[src/rtl/core/nif_pkg.sv]
// Package for the NEC infrared frame decoder: phase codes, register indexes,
// configuration and result types. No dependencies.
`timescale 1ns / 1ps
`default_nettype none

package nif_pkg;

    localparam int unsigned FRAME_BITS  = 32;
    localparam int unsigned CNT_W       = $clog2(FRAME_BITS);
    localparam int unsigned IV_W        = 16;
    localparam int unsigned WIN_W       = 12;
    localparam int unsigned BYTE_W      = 8;
    localparam int unsigned CFG_IDX_W   = 3;
    localparam int unsigned CFG_DATA_W  = 16;

    // Configuration register indexes.
    typedef enum logic [CFG_IDX_W-1:0] {
        REG_WINDOW = 3'd0,
        REG_START  = 3'd1,
        REG_REPEAT = 3'd2,
        REG_ZERO   = 3'd3,
        REG_ONE    = 3'd4
    } cfg_idx_t;

    // Decoder phase, one-hot.
    typedef enum logic [2:0] {
        PH_IDLE = 3'b001,
        PH_WAIT = 3'b010,
        PH_RECV = 3'b100
    } phase_t;

    typedef struct packed {
        logic [WIN_W-1:0] window;
        logic [IV_W-1:0]  start_ticks;
        logic [IV_W-1:0]  repeat_ticks;
        logic [IV_W-1:0]  zero_ticks;
        logic [IV_W-1:0]  one_ticks;
    } cfg_t;

    typedef struct packed {
        logic              is_repeat;
        logic [BYTE_W-1:0] address;
        logic [BYTE_W-1:0] command;
    } result_t;

endpackage

`default_nettype wire

[src/rtl/core/nif_near.sv]
// Window compare: nominal - window < interval < nominal + window.
// Depends on nif_pkg.
`timescale 1ns / 1ps
`default_nettype none

module nif_near
    import nif_pkg::*;
(
    input  wire logic [IV_W-1:0]  interval,
    input  wire logic [IV_W-1:0]  nominal,
    input  wire logic [WIN_W-1:0] window,
    output logic                  hit
);

    logic [IV_W:0] iv_plus_win;
    logic [IV_W:0] nom_plus_win;

    // Both sides moved by the window so nothing goes negative.
    assign iv_plus_win  = {1'b0, interval} + {{(IV_W + 1 - WIN_W){1'b0}}, window};
    assign nom_plus_win = {1'b0, nominal}  + {{(IV_W + 1 - WIN_W){1'b0}}, window};

    assign hit = (iv_plus_win > {1'b0, nominal}) && ({1'b0, interval} < nom_plus_win);

endmodule

`default_nettype wire

[src/rtl/core/nif_step.sv]
// Per-edge decode: phase machine, bit shifter, frame check and last-frame store.
// Depends on nif_pkg and nif_near.
`timescale 1ns / 1ps
`default_nettype none

module nif_step
    import nif_pkg::*;
(
    input  wire logic            aclk,
    input  wire logic            aresetn,
    input  wire logic            accept,
    input  wire logic [IV_W-1:0] interval,
    input  wire cfg_t            cfg,
    output logic                 res_valid,
    output result_t              res
);

    phase_t                  phase_reg, phase_next;
    logic [CNT_W-1:0]        bit_count_reg, bit_count_next;
    logic [FRAME_BITS-1:0]   frame_reg, frame_next;
    logic [BYTE_W-1:0]       last_addr_reg, last_addr_next;
    logic [BYTE_W-1:0]       last_cmd_reg, last_cmd_next;

    logic hit_start, hit_repeat, hit_zero, hit_one;
    logic [FRAME_BITS-1:0] shifted;
    logic [BYTE_W-1:0] b0, b1, b2, b3;

    nif_near u_near_start  (.interval(interval), .nominal(cfg.start_ticks),
                            .window(cfg.window), .hit(hit_start));
    nif_near u_near_repeat (.interval(interval), .nominal(cfg.repeat_ticks),
                            .window(cfg.window), .hit(hit_repeat));
    nif_near u_near_zero   (.interval(interval), .nominal(cfg.zero_ticks),
                            .window(cfg.window), .hit(hit_zero));
    nif_near u_near_one    (.interval(interval), .nominal(cfg.one_ticks),
                            .window(cfg.window), .hit(hit_one));

    // Frame with the current bit written at position bit_count.
    always_comb begin
        shifted = frame_reg;
        shifted[bit_count_reg] = !hit_zero;
    end

    assign b0 = shifted[BYTE_W-1:0];
    assign b1 = shifted[2*BYTE_W-1:BYTE_W];
    assign b2 = shifted[3*BYTE_W-1:2*BYTE_W];
    assign b3 = shifted[4*BYTE_W-1:3*BYTE_W];

    always_comb begin
        phase_next     = phase_reg;
        bit_count_next = bit_count_reg;
        frame_next     = frame_reg;
        last_addr_next = last_addr_reg;
        last_cmd_next  = last_cmd_reg;
        res_valid      = 1'b0;
        res.is_repeat  = 1'b0;
        res.address    = last_addr_reg;
        res.command    = last_cmd_reg;
        if (accept) begin
            unique case (phase_reg)
                PH_WAIT: begin
                    priority if (hit_start) begin
                        phase_next = PH_RECV;
                    end else if (hit_repeat) begin
                        phase_next    = PH_IDLE;
                        res_valid     = 1'b1;
                        res.is_repeat = 1'b1;
                    end
                end
                PH_RECV: begin
                    if (hit_zero || hit_one) begin
                        frame_next     = shifted;
                        bit_count_next = bit_count_reg + 1'b1;
                        if (bit_count_reg == CNT_W'(FRAME_BITS - 1)) begin
                            phase_next = PH_IDLE;
                            if ((b0 == ~b1) && (b2 == ~b3)) begin
                                last_addr_next = b0;
                                last_cmd_next  = b2;
                                res_valid      = 1'b1;
                                res.address    = b0;
                                res.command    = b2;
                            end
                        end
                    end else begin
                        phase_next     = PH_WAIT;
                        bit_count_next = '0;
                    end
                end
                default: begin
                    phase_next = PH_WAIT;
                end
            endcase
        end
    end

    always_ff @(posedge aclk) begin
        if (!aresetn) begin
            phase_reg     <= PH_IDLE;
            bit_count_reg <= '0;
            frame_reg     <= '0;
            last_addr_reg <= '0;
            last_cmd_reg  <= '0;
        end else begin
            phase_reg     <= phase_next;
            bit_count_reg <= bit_count_next;
            frame_reg     <= frame_next;
            last_addr_reg <= last_addr_next;
            last_cmd_reg  <= last_cmd_next;
        end
    end

endmodule

`default_nettype wire

[src/rtl/core/nec_ir_frame_decoder.sv]
// Top level of the NEC infrared frame decoder: configuration registers and
// the result register. Depends on nif_pkg and nif_step.
`timescale 1ns / 1ps
`default_nettype none

// Channel   Ports                                    Moves
// input     s_valid, s_ready, s_interval             one falling-edge item
// result    m_valid, m_ready, m_is_repeat, ...       one decoded frame or repeat
// config    cfg_wr_en, cfg_index, cfg_wdata          one register write
//
// Each input item is decoded combinationally; a result appears in the result
// register on the cycle after its item is accepted. The rate of one item per
// cycle holds while results are taken; it is set by the result register,
// loaded as it drains, so s_ready is high whenever it is empty or being taken.
// Reset (synchronous, active low) returns to idle, clears the last frame and
// loads the default timing registers.

module nec_ir_frame_decoder
    import nif_pkg::*;
(
    input  wire logic                  aclk,
    input  wire logic                  aresetn,

    input  wire logic                  s_valid,
    output logic                       s_ready,
    input  wire logic [IV_W-1:0]       s_interval,

    output logic                       m_valid,
    input  wire logic                  m_ready,
    output logic                       m_is_repeat,
    output logic [BYTE_W-1:0]          m_address,
    output logic [BYTE_W-1:0]          m_command,

    input  wire logic                  cfg_wr_en,
    input  wire logic [CFG_IDX_W-1:0]  cfg_index,
    input  wire logic [CFG_DATA_W-1:0] cfg_wdata
);

    cfg_t    cfg_reg, cfg_next;
    logic    out_valid_reg, out_valid_next;
    result_t out_reg, out_next;
    logic    accept;
    logic    step_valid;
    result_t step_res;

    // An item enters whenever the result register is free this cycle.
    assign s_ready = !out_valid_reg || m_ready;
    assign accept  = s_valid && s_ready;

    nif_step u_step (
        .aclk      (aclk),
        .aresetn   (aresetn),
        .accept    (accept),
        .interval  (s_interval),
        .cfg       (cfg_reg),
        .res_valid (step_valid),
        .res       (step_res)
    );

    // Register writes; an index beyond the list is ignored.
    always_comb begin
        cfg_next = cfg_reg;
        if (cfg_wr_en) begin
            unique case (cfg_index)
                REG_WINDOW: cfg_next.window       = cfg_wdata[WIN_W-1:0];
                REG_START:  cfg_next.start_ticks  = cfg_wdata;
                REG_REPEAT: cfg_next.repeat_ticks = cfg_wdata;
                REG_ZERO:   cfg_next.zero_ticks   = cfg_wdata;
                REG_ONE:    cfg_next.one_ticks    = cfg_wdata;
                default:    cfg_next = cfg_reg;
            endcase
        end
    end

    // The result register holds until taken, and is refilled in the same
    // cycle when a new item yields a result.
    always_comb begin
        out_valid_next = out_valid_reg;
        out_next       = out_reg;
        if (out_valid_reg && m_ready) begin
            out_valid_next = 1'b0;
        end
        if (accept && step_valid) begin
            out_valid_next = 1'b1;
            out_next       = step_res;
        end
    end

    always_ff @(posedge aclk) begin
        if (!aresetn) begin
            cfg_reg.window       <= WIN_W'(300);
            cfg_reg.start_ticks  <= IV_W'(12442);
            cfg_reg.repeat_ticks <= IV_W'(10368);
            cfg_reg.zero_ticks   <= IV_W'(1032);
            cfg_reg.one_ticks    <= IV_W'(2074);
            out_valid_reg        <= 1'b0;
        end else begin
            cfg_reg       <= cfg_next;
            out_valid_reg <= out_valid_next;
        end
    end

    always_ff @(posedge aclk) begin
        out_reg <= out_next;
    end

    assign m_valid     = out_valid_reg;
    assign m_is_repeat = out_reg.is_repeat;
    assign m_address   = out_reg.address;
    assign m_command   = out_reg.command;

endmodule

`default_nettype wire
[config.mk]
export PLATFORM = sky130hd
export DESIGN_NAME = nec_ir_frame_decoder
export DESIGN_NICKNAME = d
export VERILOG_FILES = /design/src/rtl/core/nif_pkg.sv /design/src/rtl/core/nif_near.sv /design/src/rtl/core/nif_step.sv /design/src/rtl/core/nec_ir_frame_decoder.sv
export SDC_FILE = /design/constraint.sdc
export NUM_CORES = 1
export LEC_CHECK = 0
export ABC_CLOCK_PERIOD_IN_PS = 9730
export BUFFER_PORTS_ARGS = -buffer_cell sky130_fd_sc_hd__buf_2
export CAP_MARGIN = 20
export CORE_MARGIN = 1
export CORE_UTILIZATION = 47
export CTS_CLUSTER_SIZE = 16
export DETAILED_ROUTE_END_ITERATION = 8
export PLACE_DENSITY_LB_ADDON = 0.1
export SLEW_MARGIN = 20
export SYNTH_ARGS = -nofsm -noshare
export SYNTH_HDL_FRONTEND = slang
export SYNTH_SLANG_ARGS = --single-unit
[constraint.sdc]
create_clock -name aclk -period 9.73 [get_ports aclk]
set_input_delay 2.4325 -clock aclk [delete_from_list [all_inputs] [get_ports aclk]]
set_output_delay 2.4325 -clock aclk [all_outputs]
set_load 0.01 [all_outputs]
==> run metrics <==
placed cell count between 1,500 and 2,000; Final min period a little over 8 ns; max cap viols 0; count of cell types in the netlist 71; Nets between 1,500 and 2,000; Leak 5.583 nW; Non-Filler Instances roughly 2,000; routed wire length roughly 42,000 um; commonest cells after routing, fill and taps aside 228 x nand2_1, 189 x ha_1, 178 x a21oi_1, 133 x dfxtp_1, 96 x inv_1; Area after DPL approximately 13,000 um2; DR top layer met4; Place WS 1.191 ns; Core Util, Final between 50% and 60%; Clk Latency, worst-skew pair around 0.45 ns; max reg flops 76; WL met3 slightly below 3000 um; final hold viol count 0; TritonCTS Sinks 150; post-synthesis sequential area ratio roughly a quarter; clock tree buffer depth 2; die height 166.6 um; Crit. Startpoint s_interval[0]; HP Start u_step.last_addr_reg[6]; status finished clean; crit start category primary input; Setup violations, final 0; max-slew violations 0; Worst EP required between 9 and 10 ns; total global-route track usage roughly 30%; most common cell after layout, fill and taps aside nand2_1; DR pass1 iterations 5; worst hold slack ~0.46 ns; Post-CTS Repair Setup Buffers 0; crit share post-route a little over four fifths; WL/cell 21.25 um; Synth Instances 1,593; hold buffer count at cts 0; Post-synth EDFFs 17; register area roughly 3200 um2; vias post-DR about 12,000; wire length on met2 about 17,000 um; DPL Wire Length between 30,000 and 40,000 um; DRT met1 WL between 20,000 and 25,000 um; Remaining DRCs 0; GRT overflow 0; crit end category register; power per standard cell area 118.4 nW/um2; Cell Area, Synth between 10,000 and 15,000 um2; Root Driver clkbuf_16; relative slew slack between 20% and 30%; first-pass GRT wire length 64,300 um; dominant synthesized flop cell dfxtp_1; Final Cell Area 13,850 um2; full die area between 20,000 and 30,000 um2; largest net degree at the start of global routing 95; row cnt ~60; Port Buf Inserts 58; average cell area after synthesis ~8 um2; asr flop ratio synth 0%; IO Pins 59; ANT nets after route 0; diodes inserted 0; Tightest Hold Check Type reg2reg; Max Clk Rate between 100 and 150 MHz; area grow syn2layout 8.691%; RR Startpoint cfg_reg[65]; H-tree levels 4; Tightest Pin Transition 1.124 ns; Crit Path Max Fanout 19; Post-CTS Resized 0; Filler Cells Inserted about 2,600; Syn Nets between 1,500 and 2,000; setup ws final roughly 1.6 ns; ratio of cells with drive above 1 in the final layout under 10%; setup TNS 0 ns; RSZ-0062 raised after global routing no; CTS tree done; VDD IR max around 0.10 mV; total power about 1.6 mW; CP Class in2reg; vias per cell approximately 6.0; Worst-path clk slew ~0.070 ns; Placer Congestion 0.9493; Yosys Warn Count 0; Worst Path Arrival 8.23 ns; Core Region approximately 26,000 um2; TritonCTS buffer count 17; antenna violations before repair 0; multi-input combinational cell area between 8000 and 9000 um2; synthesized flop and latch total 150; vias in the first global route 10,898; DRT iter0 DRCs about 1,200; Die X ~170 um; skew final around 0.014 ns; initial core utilization about half
-- worst max-delay path, stage by stage --
cell	delay (ns)
buf_2	0.12
ha_1	0.18
inv_1	0.06
fa_1	0.40
nor2b_1	0.16
o31a_1	0.18
o21a_1	0.17
a31o_1	0.18
nor2_1	0.07
nor2b_1	0.18
o21a_1	0.14
nor2_1	0.05
xnor2_1	0.33
ha_1	0.32
a211oi_1	0.22
nor2_1	0.07
nor3_1	0.16
o22ai_1	0.13
o31ai_2	0.43
a21o_1	0.70
mux2_2	0.44
a2111oi_4	0.32
nand3_2	0.14
nand2b_1	0.63
-- logic make-up (layout without fill, tap and decap cells) --
group / after synthesis / in the layout / synth area share (%)
and+or+nand+nor: 499 / 499 / 17.96
AOI/OAI and AO/OA: 466 / 466 / 23.48
adders and majority gates: 194 / 194 / 19.35
buffers and inverters: 164 / 201 / 5.057
DFF: 150 / 150 / 24.90
xor gates and xnor gates: 77 / 77 / 5.293
muxes: 43 / 43 / 3.958
-- area by class of cell --
type	count	share of cell area (%)
sequential	150	22.91
inverter	97	2.629
timing repair buffer	72	2.855
multi-input combinational	1279	64.47
clock inverter	15	1.039
tap	335	3.027
clock buffer	17	3.072
-- metal layers --
metal / vias up / GRT usage, %
met1: 5532 / 44.55
li1: 5853 / -
met2: 418 / 44.46
met5: - / 0
met3: 51 / 5.299
met4: 0 / 9.300
-- Yosys cell counts (4+ instances only) --
cell         n  area, um2
edfxtp_1    17      510.5
fa_1         5      100.1
xnor2_1     46      402.9
a311oi_1    18      157.7
xor2_1      31      271.5
or2_2        6      37.54
a31oi_1     29      181.4
a32oi_1      5      43.79
o21ai_0     65      325.3
clkbuf_1    59      221.5
a21oi_1    179      895.9
a211oi_1    16      120.1
nand2b_1    21      131.4
mux2_2       7      78.83
buf_2        5      25.02
o211a_1      4      40.04
o2111ai_1    6      52.55
nand3_1     32      160.2
and3_1       7      43.79
o22ai_1      5      31.28
o31a_1       6      52.55
and2_1       7      43.79
inv_1       97      364.1
a21o_1      30      225.2
nor2b_1     22      137.6
nor3_1      42      210.2
nor4_1       9      56.30
a2111oi_0    7      61.31
o21a_1      19      142.6
o21bai_1    13      97.59
nor2_1      81      304.0
mux2i_1     23      230.2
or3_1       10      62.56
mux2_4      13      195.2
dfxtp_1    133       2663
ha_1       189       2365
nand2_1    228      855.8
nand4_1     22      137.6
o211ai_1    24      180.2
o31ai_1      6      45.04
-- worst paths after layout --
kind,depth (start not counted),end,slack [ns]
worst max-delay path,24,m_command[1],1.58
worst min-delay path,2,u_step.last_addr_reg[6],0.46
worst max register to register,21,m_command[1],2.33
worst min register to register,2,u_step.last_addr_reg[6],0.46
-- power breakdown --
| part | switching (mW) | internal, mW |
|---|---|---|
| Combinational | 0.203 | 0.126 |
| Sequential | 0.0111 | 0.633 |
| Clock | 0.309 | 0.359 |
(Power assumes the default switching activity.)
